===== config.mk =====
export PLATFORM = sky130hd
export DESIGN_NAME = glyph_rasterizer_5x7
export DESIGN_NICKNAME = d
export VERILOG_FILES = /design/src/hw/rtl/gr_pkg.sv /design/src/hw/rtl/gr_front.sv /design/src/hw/rtl/gr_fifo.sv /design/src/hw/rtl/gr_back.sv /design/src/hw/rtl/glyph_rasterizer_5x7.sv
export SDC_FILE = /design/constraint.sdc
export NUM_CORES = 1
export LEC_CHECK = 0
export BUFFER_PORTS_ARGS = -buffer_cell sky130_fd_sc_hd__clkbuf_2
export CAP_MARGIN = 10
export CORE_AREA = 2 2 170 213
export DETAILED_ROUTE_END_ITERATION = 10
export DIE_AREA = 0 0 172 215
export GPL_TIMING_DRIVEN = 0
export PLACE_DENSITY = 0.59
export SETUP_SLACK_MARGIN = 0.3
export SLEW_MARGIN = 15
export SYNTH_ARGS = -nofsm -noshare
export SYNTH_HDL_FRONTEND = slang
export SYNTH_HIERARCHICAL = 1
export SYNTH_SLANG_ARGS = --single-unit

===== constraint.sdc =====
create_clock -name clk_i -period 7.5 [get_ports clk_i]
set_clock_uncertainty 0.15 [all_clocks]
set_input_delay 0.375 -clock clk_i [delete_from_list [all_inputs] [get_ports clk_i]]
set_output_delay 0.375 -clock clk_i [all_outputs]
set_load 0.05 [all_outputs]

===== src/hw/rtl/gr_pkg.sv =====
`timescale 1ns / 1ps

package gr_pkg;

  localparam int SCREEN_WIDTH_DEF  = 320;
  localparam int SCREEN_HEIGHT_DEF = 240;
  localparam int QUEUE_DEPTH_DEF   = 2;

  localparam int COORD_W    = 11;
  localparam int CODE_W     = 8;
  localparam int COLOR_W    = 8;
  localparam int ADDR_W     = 17;
  localparam int GLYPH_COLS = 5;
  localparam int GLYPH_ROWS = 7;
  localparam int MASK_W     = GLYPH_COLS * GLYPH_ROWS;
  localparam int ROW_W      = $clog2(GLYPH_ROWS);
  // pixel coordinate: origin plus offset, one guard bit
  localparam int POS_W      = COORD_W + 1;
  // signed running address; covers origins of +-1024 on screens up to 1024 wide
  localparam int ACC_W      = 23;

  localparam logic [ROW_W-1:0] ROW_LAST = ROW_W'(GLYPH_ROWS - 1);

  typedef logic [GLYPH_COLS-1:0][GLYPH_ROWS-1:0] glyph_cols_t;

  typedef struct packed {
    logic        hit;
    glyph_cols_t cols;
  } glyph_t;

  typedef struct packed {
    logic [MASK_W-1:0]       mask;
    logic signed [ACC_W-1:0] base;
    logic [COLOR_W-1:0]      color;
  } gr_item_t;

  // column-major 5x7 font; bit r of a column is row r
  function automatic glyph_t glyph_lookup(input logic [CODE_W-1:0] code);
    glyph_t g;
    g.hit = 1'b1;
    unique case (code)
      8'h41:   g.cols = {7'h7C, 7'h12, 7'h11, 7'h12, 7'h7C};
      8'h45:   g.cols = {7'h41, 7'h49, 7'h49, 7'h49, 7'h7F};
      8'h47:   g.cols = {7'h3A, 7'h49, 7'h49, 7'h41, 7'h3E};
      8'h4D:   g.cols = {7'h7F, 7'h02, 7'h0C, 7'h02, 7'h7F};
      8'h4F:   g.cols = {7'h3E, 7'h41, 7'h41, 7'h41, 7'h3E};
      8'h50:   g.cols = {7'h06, 7'h09, 7'h09, 7'h09, 7'h7F};
      8'h4C:   g.cols = {7'h40, 7'h40, 7'h40, 7'h40, 7'h7F};
      8'h52:   g.cols = {7'h46, 7'h29, 7'h19, 7'h09, 7'h7F};
      8'h53:   g.cols = {7'h32, 7'h49, 7'h49, 7'h49, 7'h26};
      8'h56:   g.cols = {7'h07, 7'h38, 7'h40, 7'h38, 7'h07};
      8'h30:   g.cols = {7'h3E, 7'h45, 7'h49, 7'h51, 7'h3E};
      8'h31:   g.cols = {7'h00, 7'h40, 7'h7F, 7'h42, 7'h00};
      8'h32:   g.cols = {7'h46, 7'h49, 7'h51, 7'h61, 7'h42};
      8'h33:   g.cols = {7'h31, 7'h4B, 7'h45, 7'h41, 7'h21};
      8'h34:   g.cols = {7'h10, 7'h7F, 7'h12, 7'h14, 7'h18};
      8'h35:   g.cols = {7'h39, 7'h45, 7'h45, 7'h45, 7'h27};
      8'h36:   g.cols = {7'h30, 7'h49, 7'h49, 7'h4A, 7'h3C};
      8'h37:   g.cols = {7'h03, 7'h05, 7'h09, 7'h71, 7'h01};
      8'h38:   g.cols = {7'h36, 7'h49, 7'h49, 7'h49, 7'h36};
      8'h39:   g.cols = {7'h1E, 7'h29, 7'h49, 7'h49, 7'h06};
      8'h3A:   g.cols = {7'h00, 7'h00, 7'h36, 7'h36, 7'h00};
      default: begin
        g.hit  = 1'b0;
        g.cols = '0;
      end
    endcase
    return g;
  endfunction

endpackage


===== src/hw/rtl/gr_front.sv =====
`timescale 1ns / 1ps

module gr_front #(
  parameter int SCREEN_WIDTH  = gr_pkg::SCREEN_WIDTH_DEF,
  parameter int SCREEN_HEIGHT = gr_pkg::SCREEN_HEIGHT_DEF
) (
  input  logic                              clk_i,
  input  logic                              rst_ni,
  input  logic                              start,
  output logic                              busy,
  input  logic signed [gr_pkg::COORD_W-1:0] origin_x_i,
  input  logic signed [gr_pkg::COORD_W-1:0] origin_y_i,
  input  logic [gr_pkg::CODE_W-1:0]         char_code_i,
  input  logic [gr_pkg::COLOR_W-1:0]        pixel_value_i,
  output logic                              push_o,
  output gr_pkg::gr_item_t                  item_o,
  input  logic                              full_i
);

  logic                              valid_q, valid_d;
  logic signed [gr_pkg::COORD_W-1:0] ox_q, oy_q;
  logic [gr_pkg::CODE_W-1:0]         code_q;
  logic [gr_pkg::COLOR_W-1:0]        color_q;

  gr_pkg::glyph_t                  glyph;
  logic [gr_pkg::GLYPH_COLS-1:0]   col_vis;
  logic [gr_pkg::GLYPH_ROWS-1:0]   row_vis;
  logic signed [gr_pkg::POS_W-1:0] px [gr_pkg::GLYPH_COLS];
  logic signed [gr_pkg::POS_W-1:0] py [gr_pkg::GLYPH_ROWS];
  logic [gr_pkg::MASK_W-1:0]       mask;
  logic                            done;
  logic                            accept;

  always_comb begin
    glyph = gr_pkg::glyph_lookup(code_q);
    for (int c = 0; c < gr_pkg::GLYPH_COLS; c++) begin
      px[c]      = gr_pkg::POS_W'(ox_q) + gr_pkg::POS_W'(c);
      col_vis[c] = (px[c] >= 0) && (px[c] < gr_pkg::POS_W'(SCREEN_WIDTH));
    end
    for (int r = 0; r < gr_pkg::GLYPH_ROWS; r++) begin
      py[r]      = gr_pkg::POS_W'(oy_q) + gr_pkg::POS_W'(r);
      row_vis[r] = (py[r] >= 0) && (py[r] < gr_pkg::POS_W'(SCREEN_HEIGHT));
    end
    for (int c = 0; c < gr_pkg::GLYPH_COLS; c++) begin
      for (int r = 0; r < gr_pkg::GLYPH_ROWS; r++) begin
        mask[c*gr_pkg::GLYPH_ROWS + r] = glyph.hit & glyph.cols[c][r] & col_vis[c] & row_vis[r];
      end
    end
  end

  assign item_o.mask  = mask;
  assign item_o.base  = gr_pkg::ACC_W'(oy_q) * gr_pkg::ACC_W'(SCREEN_WIDTH)
                      + gr_pkg::ACC_W'(ox_q);
  assign item_o.color = color_q;

  // nothing visible: drop without a queue slot
  assign push_o = valid_q && (mask != '0) && !full_i;
  assign done   = valid_q && ((mask == '0) || !full_i);
  assign busy   = valid_q && !done;
  assign accept = start && !busy;

  always_comb begin
    valid_d = valid_q;
    if (accept) begin
      valid_d = 1'b1;
    end else if (done) begin
      valid_d = 1'b0;
    end
  end

  always_ff @(posedge clk_i or negedge rst_ni) begin
    if (!rst_ni) begin
      valid_q <= 1'b0;
    end else begin
      valid_q <= valid_d;
    end
  end

  always_ff @(posedge clk_i) begin
    if (accept) begin
      ox_q    <= origin_x_i;
      oy_q    <= origin_y_i;
      code_q  <= char_code_i;
      color_q <= pixel_value_i;
    end
  end

endmodule


===== src/hw/rtl/gr_fifo.sv =====
`timescale 1ns / 1ps

module gr_fifo #(
  parameter int WIDTH = 8,
  parameter int DEPTH = gr_pkg::QUEUE_DEPTH_DEF
) (
  input  logic             clk_i,
  input  logic             rst_ni,
  input  logic             push_i,
  input  logic [WIDTH-1:0] data_i,
  output logic             full_o,
  input  logic             pop_i,
  output logic             valid_o,
  output logic [WIDTH-1:0] data_o
);

  localparam int PTR_W = $clog2(DEPTH);
  localparam int CNT_W = $clog2(DEPTH + 1);

  logic [WIDTH-1:0] mem_q [DEPTH];
  logic [PTR_W-1:0] wr_ptr_q, wr_ptr_d, rd_ptr_q, rd_ptr_d;
  logic [CNT_W-1:0] count_q, count_d;
  logic             do_push, do_pop;

  assign full_o  = (count_q == CNT_W'(DEPTH));
  assign valid_o = (count_q != '0);
  assign data_o  = mem_q[rd_ptr_q];
  assign do_push = push_i && !full_o;
  assign do_pop  = pop_i && valid_o;

  always_comb begin
    wr_ptr_d = wr_ptr_q;
    rd_ptr_d = rd_ptr_q;
    count_d  = count_q;
    if (do_push) begin
      wr_ptr_d = (wr_ptr_q == PTR_W'(DEPTH - 1)) ? '0 : wr_ptr_q + 1'b1;
    end
    if (do_pop) begin
      rd_ptr_d = (rd_ptr_q == PTR_W'(DEPTH - 1)) ? '0 : rd_ptr_q + 1'b1;
    end
    if (do_push && !do_pop) begin
      count_d = count_q + 1'b1;
    end else if (do_pop && !do_push) begin
      count_d = count_q - 1'b1;
    end
  end

  always_ff @(posedge clk_i or negedge rst_ni) begin
    if (!rst_ni) begin
      wr_ptr_q <= '0;
      rd_ptr_q <= '0;
      count_q  <= '0;
    end else begin
      wr_ptr_q <= wr_ptr_d;
      rd_ptr_q <= rd_ptr_d;
      count_q  <= count_d;
    end
  end

  always_ff @(posedge clk_i) begin
    if (do_push) begin
      mem_q[wr_ptr_q] <= data_i;
    end
  end

endmodule


===== src/hw/rtl/gr_back.sv =====
`timescale 1ns / 1ps

module gr_back #(
  parameter int SCREEN_WIDTH = gr_pkg::SCREEN_WIDTH_DEF
) (
  input  logic                       clk_i,
  input  logic                       rst_ni,
  input  logic                       valid_i,
  input  gr_pkg::gr_item_t           item_i,
  output logic                       pop_o,
  output logic                       pixel_valid_o,
  output logic [gr_pkg::ADDR_W-1:0]  pixel_address_o,
  output logic [gr_pkg::COLOR_W-1:0] pixel_color_o,
  output logic                       last_pixel_o
);

  localparam logic signed [gr_pkg::ACC_W-1:0] ROW_STEP = gr_pkg::ACC_W'(SCREEN_WIDTH);
  localparam logic signed [gr_pkg::ACC_W-1:0] COL_STEP =
    gr_pkg::ACC_W'(1 - (gr_pkg::GLYPH_ROWS - 1) * SCREEN_WIDTH);

  logic [gr_pkg::MASK_W-1:0]       mask_q, mask_d;
  logic signed [gr_pkg::ACC_W-1:0] addr_q, addr_d;
  logic [gr_pkg::ROW_W-1:0]        row_q, row_d;
  logic [gr_pkg::COLOR_W-1:0]      color_q, color_d;

  logic                       out_valid_q, out_valid_d;
  logic                       out_last_q, out_last_d;
  logic [gr_pkg::ADDR_W-1:0]  out_addr_q, out_addr_d;
  logic [gr_pkg::COLOR_W-1:0] out_color_q, out_color_d;

  logic rest_empty;

  assign rest_empty = (mask_q[gr_pkg::MASK_W-1:1] == '0);
  // load the next glyph in the cycle the current one scans its last set position, or when idle
  assign pop_o      = valid_i && rest_empty;

  always_comb begin
    mask_d  = mask_q;
    addr_d  = addr_q;
    row_d   = row_q;
    color_d = color_q;
    if (pop_o) begin
      mask_d  = item_i.mask;
      addr_d  = item_i.base;
      row_d   = '0;
      color_d = item_i.color;
    end else if (mask_q != '0) begin
      mask_d = mask_q >> 1;
      if (row_q == gr_pkg::ROW_LAST) begin
        row_d  = '0;
        addr_d = addr_q + COL_STEP;
      end else begin
        row_d  = row_q + 1'b1;
        addr_d = addr_q + ROW_STEP;
      end
    end
    out_valid_d = mask_q[0];
    out_last_d  = mask_q[0] && rest_empty;
    out_addr_d  = addr_q[gr_pkg::ADDR_W-1:0];
    out_color_d = color_q;
  end

  always_ff @(posedge clk_i or negedge rst_ni) begin
    if (!rst_ni) begin
      mask_q      <= '0;
      out_valid_q <= 1'b0;
      out_last_q  <= 1'b0;
    end else begin
      mask_q      <= mask_d;
      out_valid_q <= out_valid_d;
      out_last_q  <= out_last_d;
    end
  end

  always_ff @(posedge clk_i) begin
    addr_q      <= addr_d;
    row_q       <= row_d;
    color_q     <= color_d;
    out_addr_q  <= out_addr_d;
    out_color_q <= out_color_d;
  end

  assign pixel_valid_o   = out_valid_q;
  assign pixel_address_o = out_addr_q;
  assign pixel_color_o   = out_color_q;
  assign last_pixel_o    = out_last_q;

endmodule


===== src/hw/rtl/glyph_rasterizer_5x7.sv =====
// A start beat reaches its first write through classify, queue, scan and output reg.
// Throughput: the scanner walks the 35-position glyph mask one position a cycle, stopping
//   after each character's last visible pixel.
// Front accepts one request a cycle while the 2-entry queue has room; busy shows otherwise.
// Reset (async, active low) clears the front, queue and scanner; writes cannot be stalled.
`timescale 1ns / 1ps

module glyph_rasterizer_5x7 #(
  parameter int SCREEN_WIDTH  = gr_pkg::SCREEN_WIDTH_DEF,
  parameter int SCREEN_HEIGHT = gr_pkg::SCREEN_HEIGHT_DEF,
  parameter int QUEUE_DEPTH   = gr_pkg::QUEUE_DEPTH_DEF
) (
  input  logic                              clk_i,
  input  logic                              rst_ni,
  input  logic                              start,
  output logic                              busy,
  input  logic signed [gr_pkg::COORD_W-1:0] origin_x_i,
  input  logic signed [gr_pkg::COORD_W-1:0] origin_y_i,
  input  logic [gr_pkg::CODE_W-1:0]         char_code_i,
  input  logic [gr_pkg::COLOR_W-1:0]        pixel_value_i,
  output logic                              pixel_valid_o,
  output logic [gr_pkg::ADDR_W-1:0]         pixel_address_o,
  output logic [gr_pkg::COLOR_W-1:0]        pixel_color_o,
  output logic                              last_pixel_o
);

  gr_pkg::gr_item_t push_item, pop_item;
  logic             push, full, pop, q_valid;

  gr_front #(
    .SCREEN_WIDTH (SCREEN_WIDTH),
    .SCREEN_HEIGHT(SCREEN_HEIGHT)
  ) u_front (
    .clk_i        (clk_i),
    .rst_ni       (rst_ni),
    .start        (start),
    .busy         (busy),
    .origin_x_i   (origin_x_i),
    .origin_y_i   (origin_y_i),
    .char_code_i  (char_code_i),
    .pixel_value_i(pixel_value_i),
    .push_o       (push),
    .item_o       (push_item),
    .full_i       (full)
  );

  gr_fifo #(
    .WIDTH($bits(gr_pkg::gr_item_t)),
    .DEPTH(QUEUE_DEPTH)
  ) u_fifo (
    .clk_i  (clk_i),
    .rst_ni (rst_ni),
    .push_i (push),
    .data_i (push_item),
    .full_o (full),
    .pop_i  (pop),
    .valid_o(q_valid),
    .data_o (pop_item)
  );

  gr_back #(
    .SCREEN_WIDTH(SCREEN_WIDTH)
  ) u_back (
    .clk_i          (clk_i),
    .rst_ni         (rst_ni),
    .valid_i        (q_valid),
    .item_i         (pop_item),
    .pop_o          (pop),
    .pixel_valid_o  (pixel_valid_o),
    .pixel_address_o(pixel_address_o),
    .pixel_color_o  (pixel_color_o),
    .last_pixel_o   (last_pixel_o)
  );

endmodule


==> Yosys cells after proc, flatten, opt, wreduce, memory -nomap -nowiden <==
Memories as Yosys holds them, arrays and structs flattened.
Cells that the tools add are included.
{ "classes": {"n_mul": 1, "n_lt_le_gt_ge": 24, "reduce_logical": 38, "shift": 0, "n_div": 0, "muxes": 16, "bitwise_logic": 105, "n_eq_ne": 23, "add_sub_neg": 18} }
{ "op_table": {"columns": ["cell", "count"], "rows": [
  ["35-bit case mux with 21 select lines", 1],
  ["12-bit by 1-bit >= comparator with 1-bit output, second input constant", 10],
  ["1-bit bitwise AND", 105],
  ["8-bit by 6-bit equality test with 1-bit output, second input constant", 11],
  ["8-bit by 7-bit equality test with 1-bit output, second input constant", 10],
  ["12-bit by 9-bit < comparator with 1-bit output, second input constant", 6],
  ["35-bit 2-to-1 mux", 2],
  ["35-bit nonzero test", 2],
  ["23-bit 2-to-1 mux", 3],
  ["11-bit by 3-bit adder with 12-bit output, second input constant", 4],
  ["11-bit by 4-bit adder with 12-bit output, second input constant", 4],
  ["12-bit by 10-bit < comparator with 1-bit output, second input constant", 4],
  ["35-bit zero test", 1],
  ["34-bit zero test", 1],
  ["11-bit by 2-bit adder with 12-bit output, second input constant", 2],
  ["23-bit by 10-bit adder with 23-bit output, second input constant", 1],
  ["23-bit by 12-bit adder with 23-bit output, second input constant", 1],
  ["1-bit logical AND", 23],
  ["21-bit by 11-bit adder with 22-bit output", 1],
  ["11-bit by 1-bit >= comparator with 1-bit output, second input constant", 2],
  ["21-bit OR reduction", 1],
  ["11-bit by 4-bit multiplier with 15-bit output, second input constant", 1],
  ["11-bit by 10-bit < comparator with 1-bit output, second input constant", 1],
  ["11-bit by 9-bit < comparator with 1-bit output, second input constant", 1],
  ["12 further kinds", 27]
]} }
{ "totals": {"memories": 1, "latchBits": 0, "mem_bits_ro": 0, "out_inout_bits": 28, "reg_bits": 139, "elab_cells": 242, "inputBits": 41, "mem_bits_rw": 132} }
{ "memory_table": {"columns": ["name", "words", "width", "rd", "rd_ports_with_merged_regs", "write_ports", "line_no", "text"], "rows": [
  ["u_fifo.mem_q", 2, 66, 1, 0, 1, "gr_fifo.sv:20", "logic [WIDTH-1:0] mem_q [DEPTH];"]
]} }

==> Logic depth before layout (Yosys ltp) <==
Gate-level depths: netlist of the first run.
{ "logic_depth": {"depth_word": 14, "depth_mapped": 19, "mapped_depth_nobuf": 17} }

==> Modules after synthesis <==
The synthesis of the first run kept the hierarchy.
{ "modules_own_cells": {"columns": ["mod", "cells_each", "instances", "area_each_um2"], "rows": [
  ["gr_front", 679, 1, 5290.1],
  ["gr_fifo", 224, 1, 5073.6],
  ["gr_back", 274, 1, 3435.8]
]} }

==> Least setup slack after synthesis of the first run <==
No wires, ideal clock.
{ "synth_timing": {"path_kind": "reg-to-reg", "from": "register u_front/oy_q[1] (netlist name)", "to": "memory u_fifo/mem_q[0][0] (netlist name) (enable)", "n_path_buf": 1, "setup_time_ns": 0.490, "period_less_slack_ns": 6.124, "setup_slack_ns": 1.376, "arrival_time_ns": 5.484, "t_required_ns": 6.860, "stages_incl_launch_ff": 15, "path_cell_list": "edfxtp_1 > clkbuf_1 > inv_1 > ha_1 > a21o_1 > and4_1 > a211oi_1 > o211ai_1 > o21bai_1 > nor3b_1 > o221ai_1 > o41ai_4 > nor2_1 > nand2_1 > nor2_1"} }
{ "synth_between": {"elab_chain_cells": 10, "word_cells_on_any_way": 68, "classes_between": "add/sub: 6; order compare: 14; mux: 2; bitwise: 35; reduce/logical: 11"} }
{ "synth_rtl": {"columns": ["element", "line_no", "text"], "rows": [
  ["start, declared", "gr_front.sv:21", "logic signed [gr_pkg::COORD_W-1:0] ox_q, oy_q;"],
  ["start signal, assigned", "gr_front.sv:82", "oy_q <= origin_y_i;"],
  ["11-bit by 2-bit adder with 12-bit output, or another cell as far along", "gr_front.sv:41", "py[r] = gr_pkg::POS_W'(oy_q) + gr_pkg::POS_W'(r);"],
  ["12-bit by 1-bit >= comparator with 1-bit output / 12-bit by 9-bit < comparator with 1-bit output (equally long branches)", "gr_front.sv:42", "row_vis[r] = (py[r] >= 0) && (py[r] < gr_pkg::POS_W'(SCREEN_HEIGHT));"],
  ["1-bit logical AND", "gr_front.sv:42", null],
  ["1-bit bitwise AND", "gr_front.sv:46", "mask[c*gr_pkg::GLYPH_ROWS + r] = glyph.hit & glyph.cols[c][r] & col_vis[c] & row_vis[r];"],
  ["35-bit nonzero test *", "gr_front.sv:57", "assign push_o = valid_q && (mask != '0) && !full_i;"],
  ["1-bit logical AND * (2 in series)", "gr_front.sv:57", null],
  ["named net push", "glyph_rasterizer_5x7.sv:28", "logic push, full, pop, q_valid;"],
  ["1-bit logical AND *", "gr_fifo.sv:28", "assign do_push = push_i && !full_o;"],
  ["1-bit 2-to-1 mux *", "gr_fifo.sv:61", "if (do_push) begin"],
  ["1-bit 2-to-1 mux (implied by the code) *", "gr_fifo.sv:62", "mem_q[wr_ptr_q] <= data_i;"],
  ["end, declared", "gr_fifo.sv:20", null]
]} }
Mark *: on every way through the listed nets, which the timed path passes. The rest lies on a longest branch.

==> Final worst setup path of the first run <==
{ "layout_timing": {"from": "register u_front/oy_q[1] (netlist name)", "to": "memory u_fifo/mem_q[0][5] (netlist name) (enable)"} }
Same word-level chain as after synthesis.

==> results of run 1 <==
==> registers in the layout (all words and copies together), names as in the netlist <==
name / count
u_back/addr_q: 17
u_back/color_q: 8
u_back/last_pixel_o: 1
u_back/mask_q: 35
u_back/pixel_address_o: 17
u_back/pixel_color_o: 8
u_back/pixel_valid_o: 1
u_back/row_q: 3
u_fifo/count_q: 2
u_fifo/mem_q: 120
u_fifo/rd_ptr_q: 1
u_fifo/wr_ptr_q: 1
u_front/code_q: 8
u_front/color_q: 8
u_front/ox_q: 11
u_front/oy_q: 11
u_front/valid_q: 1
==> how the worst max path moves through the flow <==
stage / end / slack (ns) / startpoint / cells after the start
floorplan: u_fifo/mem_q[0][0]$_DFFE_PP_ / 1.64 / u_front/oy_q[1]$_DFFE_PP_ / 14
global placement: u_fifo/mem_q[0][5]$_DFFE_PP_ / -1.15 / u_front/oy_q[1]$_DFFE_PP_ / 14
detailed placement: u_fifo/mem_q[0][23]$_DFFE_PP_ / 2.09 / u_front/oy_q[1]$_DFFE_PP_ / 17
CTS: u_fifo/mem_q[0][23]$_DFFE_PP_ / 2.09 / u_front/oy_q[1]$_DFFE_PP_ / 17
global route: u_fifo/mem_q[0][21]$_DFFE_PP_ / 1.69 / u_front/oy_q[4]$_DFFE_PP_ / 15
finish: u_fifo/mem_q[0][5]$_DFFE_PP_ / 1.99 / u_front/oy_q[1]$_DFFE_PP_ / 17
==> per-layer routing <==
metal,vias up,wire (microns),global-route usage (%)
met4,0,1390,7.96
met3,78,1640,2.39
met2,274,16500,31.2
met1,4544,13900,22.4
met5,-,0,0
li1,4481,-,-
==> layout make-up <==
cell class	count	area, sq um	share of cell area [%]
clock inverters	14	156	1.02
flip-flops and latches	253	7110	46.2
plain buffers	67	383	2.49
inverters	38	143	0.927
repair buffers	113	871	5.66
multi-input cells	756	5430	35.3
clock buffers	36	709	4.61
well taps	474	593	3.85
==> power groups by stage <==
| stage | logic [mW] | clock network, mW | registers, mW |
|---|---|---|---|
| after CTS | 1.08 | 1.34 | 1.87 |
| final | 1.07 | 1.31 | 1.87 |
| after floorplan | 0.664 | 0 | 2.00 |
| after detailed placement | 1.05 | 0 | 1.90 |
| after global routing | 1.17 | 1.40 | 1.89 |
| after global placement | 1.04 | 0 | 1.89 |
==> worst max-delay path: stages, from the launching register on <==
cell and delay [ns]:
edfxtp_1 0.51, clkbuf_1 0.39, inv_1 0.19, ha_1 0.28
nor2b_1 0.21, o2111ai_1 0.14, a211oi_1 0.23, o2111ai_1 0.55
a21oi_1 0.58, nor4_1 0.12, o221ai_1 0.31, o41ai_4 0.15
nor2_1 0.16, nand2_1 0.14, nor2_4 0.49, buf_16 0.23
buf_16 0.16, buf_16 0.17
==> stage by stage <==
stage	cells	utilization, %	instance area, sq um	power [mW]	TNS, ns
floorplan	1114	-	13000	2.67	0
CTS	1751	43.9	15400	4.29	0
global route	1751	43.9	15400	4.46	0
finish	1751	43.9	15400	4.24	0
global placement	1656	39.9	14000	2.93	-68.81
detailed placement	1661	40.3	14100	2.95	0
==> results.yml, run 1 <==
run_status:
  run_status: "complete, no violations"
global_route:
  via_count_of_the_first_global_routing_pass: 9268
  wire_length_of_the_first_global_routing_pass_microns: 51900
  grt_max_degree: 46
  grt_overflow_total: 0
  overall_routing_resource_usage_pct: 18.1
  antenna_found_initial: 0
setup_path:
  ff_to_ff_path_depth: 17
  worst-path-max-fanout: 19
  crit_arrival_ns: 5.63
  crit_path_start_kind: "register"
  worst_ep_required_time_ns: 7.62
  crit-reg2reg-capture: "u_fifo/mem_q[0][5]$_DFFE_PP_"
  worst-r2r-setup-slack_ns: 1.99
  reg2reg_from: "u_front/oy_q[1]$_DFFE_PP_"
  critical_path_class: "register to register"
  endpoint_kind: "register"
floorplan:
  num_rows: 77
  coreArea_sq_um: 35100
  floorplan.die.width_microns: 172
  die_h_microns: 215
  num_io_pins: 69
  initial_utilization_pct: 37.2
  fp.dieArea_sq_um: 37000
power:
  p_seq_share_pct: 44.1
  part_of_the_total_power_dissipated_in_combinational_logic_pct: 25.2
  power.density_cell_area_nw_per_um2: 276
  p_sw_mw: 1.32
  switching_share_pct: 31.2
  intPower_mw: 2.92
  static-leakage-power_nw: 5.77
  pwr-share-clk_pct: 30.8
  worst_ir_drop_vdd_mv: 0.199
detailed_routing:
  antenna_left: 0
  drc: 0
  wl_per_cell_microns: 19.1
  avgViaCountPerCell: 5.36
  drt_first_iter_violations: 837
  detail_route.first_pass.iterations: 5
  route.final.wire_length_microns: 33500
  vias: 9377
logic_synthesis:
  post_synthesis_instance_total: 1114
  synth_warnings: 6
  postSynthAreaPerCell_sq_um: 11.7
  post_syn_area_sq_um: 13000
  postSynthNetCount: 1197
timing:
  worstMarginPinSlew_ns: 1.09
  hold_viol: 0
  timing.final.max_slew_violations: 0
  finalSetupViolations: 0
  hold_ws_ns: 0.190
  setup_slack_ns: 1.99
  slew-limit-headroom_pct: 26.8
  rsz0062_at_grt: "no"
  timing.final.crit_share_pct: 73.5
  fmax_mhz: 181
  layout_min_cycle_time_ns: 5.51
placed_design:
  numPortBuffers: 68
  place.detailed.hpwl_microns: 24400
  gpl.final_weighted_congestion: 0.941
  pre_cts_slack_ns: 2.09
clock_network:
  tritoncts: "yes"
  cts_max_path_buffers: 3
  tritoncts_num_sinks: 253
  buffer_cell_driving_the_clock_tree_root: "clkbuf_16"
  clkLatencyLatePin_ns: 0.56
  post-cts-setup-buffers: 0
  cts_resized: 0
  post_cts_hold_buffer_count: 40
  worst_setup_hold_path_clk_slew_ns: 0.06
  h-tree-depth: 1
  cts-buffers-inserted: 27
final_layout:
  flow.area_growth_from_synthesis_pct: 18.0
  layout-drive-gt1-share_pct: 17.7
  filler_cell_count: 3329
  layout_commonest_cell: "edfxtp_1"
  mostFrequentLayoutCells: "edfxtp_1, nor2_1, clkbuf_2"
  n_antenna_cell: 0
  final_nets: 1339
worst_hold_path:
  hold_path_depth: 0
  worst_hold_class: "register to register"
  min_delay_worst_endpoint: "u_back/pixel_color_o[1]$_DFF_P_"
  worstHoldStart: "u_back/color_q[1]$_DFFE_PP_"
job:
  max_cap_violations: 0
Note: power is estimated with default switching activity, not from simulation.
==> run 2: changes to the inputs <==
--- a/config.mk
+++ b/config.mk
@@ -5,13 +5,14 @@
 export SDC_FILE = /design/constraint.sdc
 export NUM_CORES = 1
 export LEC_CHECK = 0
+export ABC_AREA = 1
 export BUFFER_PORTS_ARGS = -buffer_cell sky130_fd_sc_hd__clkbuf_2
 export CAP_MARGIN = 10
-export CORE_AREA = 2 2 170 213
+export CORE_AREA = 2 2 172 217
 export DETAILED_ROUTE_END_ITERATION = 10
-export DIE_AREA = 0 0 172 215
+export DIE_AREA = 0 0 174 219
 export GPL_TIMING_DRIVEN = 0
-export PLACE_DENSITY = 0.59
+export PLACE_DENSITY = 0.62
 export SETUP_SLACK_MARGIN = 0.3
 export SLEW_MARGIN = 15
 export SYNTH_ARGS = -nofsm -noshare
==> constraint.sdc (replaced) <==
create_clock -name clk_i -period 4.62 [get_ports clk_i]
set_clock_uncertainty 0.15 [all_clocks]
set_input_delay 0.231 -clock clk_i [delete_from_list [all_inputs] [get_ports clk_i]]
set_output_delay 0.231 -clock clk_i [all_outputs]
set_load 0.05 [all_outputs]
==> run 2 against run 1 <==
  * Combinational power rose by 95%
  * Setup slack got worse by 1.4 ns
  * Critical endpoint is now u_fifo/mem_q[0][63]$_DFFE_PP_
  * Critical path depth increased by 5
  * Register-to-register slack worse by 1.4 ns
  * Sequential cell count did not move
  * Hold slack got worse by 0.0014 ns
  * Power rose by 72%
  * Utilization is 0.67 points higher
  * Cell area increased by 4.0%
==> results.yml, run 2 <==
run_status:
  run_status: "complete, no violations"
global_route:
  grt_overflow_total: 0
  gr-usage-met2_pct: 31.3
  via_count_of_the_first_global_routing_pass: 10600
  use_met3_pct: 1.94
  gr-usage-met1_pct: 21.4
  busiest_layer: "met2"
  antenna_found_initial: 0
  overall_routing_resource_usage_pct: 17.5
  grt_max_degree: 54
  wire_length_of_the_first_global_routing_pass_microns: 53700
logic_synthesis:
  postSynthAreaPerCell_sq_um: 8.34
  post_synthesis_instance_total: 1624
  postSynthNetCount: 1707
  synth_warnings: 6
  post_syn_area_sq_um: 13500
final_layout:
  largest_reg_flops: 120
  biggestRegsByFlops: "u_fifo/mem_q: 120 flops, u_back/mask_q: 35 flops"
  layout_commonest_cell: "nand2_1"
  layout-drive-gt1-share_pct: 12.3
  mostFrequentLayoutCells: "nand2_1, edfxtp_1, nor2_1"
  largest_register: "u_fifo/mem_q"
  n_antenna_cell: 0
  flow.area_growth_from_synthesis_pct: 18.1
  instances_no_fill: 2274
  final_nets: 1856
  stdcell_area_sq_um: 16000
placed_design:
  pre_cts_slack_ns: -0.0536
  dpl-instance-area_sq_um: 14600
  numPortBuffers: 68
  place.detailed.hpwl_microns: 24700
  gpl.final_weighted_congestion: 0.914
  inst_count_dp: 2177
setup_path:
  worst-path-max-fanout: 26
  worst_ep_required_time_ns: 4.71
  crit_path_start_kind: "register"
  endpoint_kind: "register"
  critical_path_class: "register to register"
  crit_arrival_ns: 4.15
power:
  p_seq_share_pct: 41.7
  static-leakage-power_nw: 7.40
  intPower_mw: 4.80
  fin_total_pwr_mw: 7.28
  part_of_the_total_power_dissipated_in_combinational_logic_pct: 28.7
  worst_ir_drop_vdd_mv: 0.275
  power.density_cell_area_nw_per_um2: 455
  pwr-share-clk_pct: 29.6
  switching_share_pct: 34.1
  p_sw_mw: 2.48
clock_network:
  buffer_cell_driving_the_clock_tree_root: "clkbuf_16"
  cts_max_path_buffers: 3
  tritoncts: "yes"
  h-tree-depth: 1
  cts-buffers-inserted: 27
  worst_setup_hold_path_clk_slew_ns: 0.06
  clkLatencyLatePin_ns: 0.57
  tritoncts_num_sinks: 253
floorplan:
  num_io_pins: 69
  floorplan.die.width_microns: 174
  initial_utilization_pct: 37.7
  fp.dieArea_sq_um: 38100
  die_h_microns: 219
  coreArea_sq_um: 35900
  num_rows: 78
detailed_routing:
  drc: 0
  wl_per_cell_microns: 14.6
  antenna_left: 0
  vias: 11000
  detail_route.first_pass.iterations: 5
  drt_first_iter_violations: 709
  avgViaCountPerCell: 4.82
  route.final.wire_length_microns: 33200
timing:
  finalSetupTns_ns: 0
  worstMarginPinSlew_ns: 0.958
  timing.final.max_slew_violations: 0
  rsz0062_at_grt: "no"
  finalSetupViolations: 0
  setup_slack_ns: 0.555
  timing.final.crit_share_pct: 88.0
  layout_min_cycle_time_ns: 4.07
  hold_viol: 0
  slew-limit-headroom_pct: 36.1
  fmax_mhz: 246
worst_hold_path:
  worst_hold_class: "register to register"
job:
  max_cap_violations: 0
run 2: metrics by stage:
stage	utilization [%]	hold WS (ns)
after floorplan	-	-0.215
after detailed placement	40.7	0.178
after global routing	44.5	0.198
after CTS	44.3	0.188
after global placement	40.4	0.174
final	44.5	0.189
run 2: timing repair:
action | CTS | global route
hold endpoints to repair | 86 | 0
setup buffers | 1 | 5
resized for setup | 1 | 3
setup endpoints to repair | 99 | 94
gates cloned | 0 | 1
pin swaps | 1 | 0
hold buffers | 40 | 0
run 2: final timing paths:
path | cells past startpoint | start | endpoint | slack [ns]
hold / removal | 0 | u_back/color_q[2]$_DFFE_PP_ | u_back/pixel_color_o[2]$_DFF_P_ | 0.19
setup reg to reg | 22 | u_front/ox_q[1]$_DFFE_PP_ | u_fifo/mem_q[0][63]$_DFFE_PP_ | 0.55
max in group asynchronous | 2 | rst_ni | u_back/mask_q[29]$_DFFE_PN0P_ | 3.49
min in group asynchronous | 2 | rst_ni | u_back/mask_q[27]$_DFFE_PN0P_ | 0.23
setup / recovery | 22 | u_front/ox_q[1]$_DFFE_PP_ | u_fifo/mem_q[0][63]$_DFFE_PP_ | 0.55
hold reg to reg | 0 | u_back/color_q[2]$_DFFE_PP_ | u_back/pixel_color_o[2]$_DFF_P_ | 0.19
run 2: layer usage:
metal	up-vias	wire, microns
li1	5556	-
met1	5068	14200
met2	264	16500
met3	65	1270
met4	0	1160
met5	-	0
run 2: power groups by stage:
stage / Sequential [mW] / Clock (mW) / Combinational (mW)
4_1_cts: 3.04 / 2.22 / 2.10
3_5_place_dp: 3.08 / 0 / 2.06
3_3_place_gp: 3.08 / 0 / 2.01
5_1_grt: 3.08 / 2.31 / 2.35
6_report: 3.03 / 2.16 / 2.09
2_1_floorplan: 3.29 / 0 / 1.30
run 2: area by class of cell:
type	count	area, sq um
fillers	3572	19900
inverters	171	646
plain buffers	43	307
clock buffers	38	737
repair buffers	120	928
multi-input cells	1157	5520
clock inverters	12	155
well taps	480	601
flip-flops and latches	253	7110
run 2: critical path, stage by stage (launching register included):
cell and delay, ns:
edfxtp_1 0.50, ha_1 0.28, inv_1 0.08, nor2_1 0.22, nand3_1 0.11, nand2_1 0.07
nand2_1 0.05, inv_1 0.06, nand2_1 0.05, nor2_1 0.50, nand2_4 0.15, a21oi_1 0.19
nor2_1 0.07, nand2_1 0.07, nor2_2 0.04, nand3_2 0.14, inv_1 0.06, nor2_1 0.12
inv_1 0.05, nor2_1 0.16, nand2_1 0.13, inv_4 0.19, clkbuf_16 0.26
==> run 3: changes to the inputs <==
--- a/config.mk
+++ b/config.mk
@@ -8,11 +8,11 @@
 export ABC_AREA = 1
 export BUFFER_PORTS_ARGS = -buffer_cell sky130_fd_sc_hd__clkbuf_2
 export CAP_MARGIN = 10
-export CORE_AREA = 2 2 172 217
+export CORE_AREA = 2 2 184 231
 export DETAILED_ROUTE_END_ITERATION = 10
-export DIE_AREA = 0 0 174 219
+export DIE_AREA = 0 0 186 233
 export GPL_TIMING_DRIVEN = 0
-export PLACE_DENSITY = 0.62
+export PLACE_DENSITY = 0.56
 export SETUP_SLACK_MARGIN = 0.3
 export SLEW_MARGIN = 15
 export SYNTH_ARGS = -nofsm -noshare
==> run 3 against run 2 <==
  * Global-route usage fell by 1.7 points
  * Register-to-register slack improved by 0.095 ns
  * Cell count rose by 3.2%
==> results.yml, run 3 (synthesis gave the netlist of run 2 again) <==
final_layout:
  layout_commonest_cell: "nand2_1"
  filler_cell_count: 4154
  multi_input_area_sq_um: 5520
  instances_no_fill: 2347
  n_antenna_cell: 0
  largest_register: "u_fifo/mem_q"
  flow.area_growth_from_synthesis_pct: 18.7
  biggestRegsByFlops: "u_fifo/mem_q: 120 flops, u_back/mask_q: 35 flops"
  mostFrequentLayoutCells: "nand2_1, edfxtp_1, nor2_1"
  seq_area_sq_um: 7110
  largest_reg_flops: 120
  final_nets: 1857
  layout-drive-gt1-share_pct: 12.5
setup_path:
  reg2reg_from: "u_front/oy_q[1]$_DFFE_PP_"
  timing.critical_path.slowest_cell_delay_ns: 0.44
  crit-reg2reg-capture: "u_fifo/mem_q[1][4]$_DFFE_PP_"
  worst-path-max-fanout: 9
  worst_ep_required_time_ns: 4.24
  ff_to_ff_path_depth: 20
  critical_path_class: "register to primary output"
  crit_arrival_ns: 3.60
  crit_cells: 17
  slowest_stage: "edfxtp_1"
  endpoint_kind: "primary output"
  crit_path_start_kind: "register"
  buffering_stage_count_on_the_worst_path_with_inverters_included: 4
  path_cells: "buf_2, inv_2, ha_1, nor2_1, nand3_1, nand3_1, nand3_1, nor2_2, nand2_1, nor2_2, nor2_1, nand2_1, nor2_1, nand3_2, nand2_1, inv_1, clkbuf_2"
  cpLargestDelayFamily: "simple AND/OR/NAND/NOR gates"
  worst-r2r-setup-slack_ns: 0.65
placed_design:
  place.detailed.hpwl_microns: 25400
  numPortBuffers: 68
  inst_count_dp: 2249
  gpl.final_weighted_congestion: 0.920
timing:
  hold_viol: 0
  worstMarginPinSlew_ns: 0.982
  finalSetupViolations: 0
  fmax_mhz: 251
  layout_min_cycle_time_ns: 3.98
  timing.final.crit_share_pct: 86.1
  slew-limit-headroom_pct: 34.5
  rsz0062_at_grt: "no"
  timing.final.max_slew_violations: 0
worst_hold_path:
  min_delay_worst_endpoint: "u_back/pixel_color_o[0]$_DFF_P_"
  hold_path_depth: 0
  worstHoldStart: "u_back/color_q[0]$_DFFE_PP_"
  worst_hold_class: "register to register"
floorplan:
  num_io_pins: 69
  die_h_microns: 233
  fp.dieArea_sq_um: 43300
  num_rows: 83
  floorplan.die.width_microns: 186
  initial_utilization_pct: 33.0
  coreArea_sq_um: 41000
global_route:
  via_count_of_the_first_global_routing_pass: 10300
  antenna_found_initial: 0
  wire_length_of_the_first_global_routing_pass_microns: 54000
  overall_routing_resource_usage_pct: 15.7
  grt_max_degree: 44
  grt_overflow_total: 0
detailed_routing:
  drc: 0
  vias: 10800
  drt_first_iter_violations: 843
  antenna_left: 0
  route.final.wire_length_microns: 33700
  detail_route.first_pass.iterations: 7
  avgViaCountPerCell: 4.59
  wl_per_cell_microns: 14.4
clock_network:
  cts-buffers-inserted: 27
  tritoncts: "yes"
  worst_setup_hold_path_clk_slew_ns: 0.06
  tritoncts_num_sinks: 253
  cts_max_path_buffers: 3
  buffer_cell_driving_the_clock_tree_root: "clkbuf_16"
  h-tree-depth: 1
  clkLatencyLatePin_ns: 0.56
power:
  fin_total_pwr_mw: 7.24
  static-leakage-power_nw: 7.41
  worst_ir_drop_vdd_mv: 0.276
  power.density_cell_area_nw_per_um2: 450
job:
  max_cap_violations: 0
run_status:
  run_status: "complete, no violations"
==> run 3: worst max-delay path by stage <==
stage / start / end / slack [ns]
after floorplan: u_front/oy_q[1]$_DFFE_PP_ / u_fifo/mem_q[0][0]$_DFFE_PP_ / 0.49
after global placement: u_front/oy_q[1]$_DFFE_PP_ / u_fifo/mem_q[0][5]$_DFFE_PP_ / -1.19
after detailed placement: u_front/oy_q[1]$_DFFE_PP_ / u_fifo/mem_q[1][5]$_DFFE_PP_ / -0.13
after CTS: u_front/oy_q[1]$_DFFE_PP_ / u_fifo/mem_q[0][50]$_DFFE_PP_ / 0.31
after global routing: u_front/oy_q[1]$_DFFE_PP_ / u_fifo/mem_q[1][5]$_DFFE_PP_ / 0.34
final: u_front/oy_q[1]$_DFFE_PP_ / busy / 0.64
==> run 3: layer usage <==
metal	track usage [%]	vias to the layer above	wire, microns
met5	0	-	0
met4	5.31	0	929
met3	1.83	59	1160
met2	27.8	196	16800
met1	19.8	4960	14900
li1	-	5557	-
==> run 3: per-stage QoR <==
stage	TNS, ns	utilization, %	setup slack, ns	instance area, sq um	hold slack [ns]
3_3_place_gp	-135.80	35.6	-1.19	14600	0.174
3_5_place_dp	-3.42	35.8	-0.135	14700	0.177
5_1_grt	0	39.2	0.339	16100	0.195
2_1_floorplan	0	-	0.493	13600	-0.215
4_1_cts	0	39.0	0.308	16000	0.191
6_report	0	39.2	0.640	16100	0.191
==> run 3: area by class of cell <==
cell class	instances	share of cell area [%]
Timing Repair Buffer	121	5.85
Clock inverter	14	0.895
Sequential cell	253	44.2
Tap cell	552	4.29
Buffer	43	1.91
Clock buffer	36	4.54
Inverter	171	4.03
Multi-Input combinational cell	1157	34.3
==> run 3: worst register-to-register path: cells and delay by family, from the launching register on <==
family | cells | cell delay (ns)
compound gates | 1 | 0.14
fa+ha+maj | 1 | 0.22
buf+inv | 5 | 0.80
flops | 1 | 0.44
simple gates | 13 | 1.90
==> run 3: repair_timing <==
action | 4_1_cts | 5_1_grt
setup endpoints to repair | 103 | 122
hold buffers | 40 | 0
cloned | 0 | 1
endpoints found under the hold margin | 86 | 0
pin swaps | 1 | 0
gates resized for setup | 2 | 5
setup buffers | 1 | 6
==> run 3: where the power goes <==
group	switching (mW)	internal, mW
Combinational	1.42	0.671
Sequential	0.193	2.84
Clock	0.880	1.23
Total	2.50	4.74
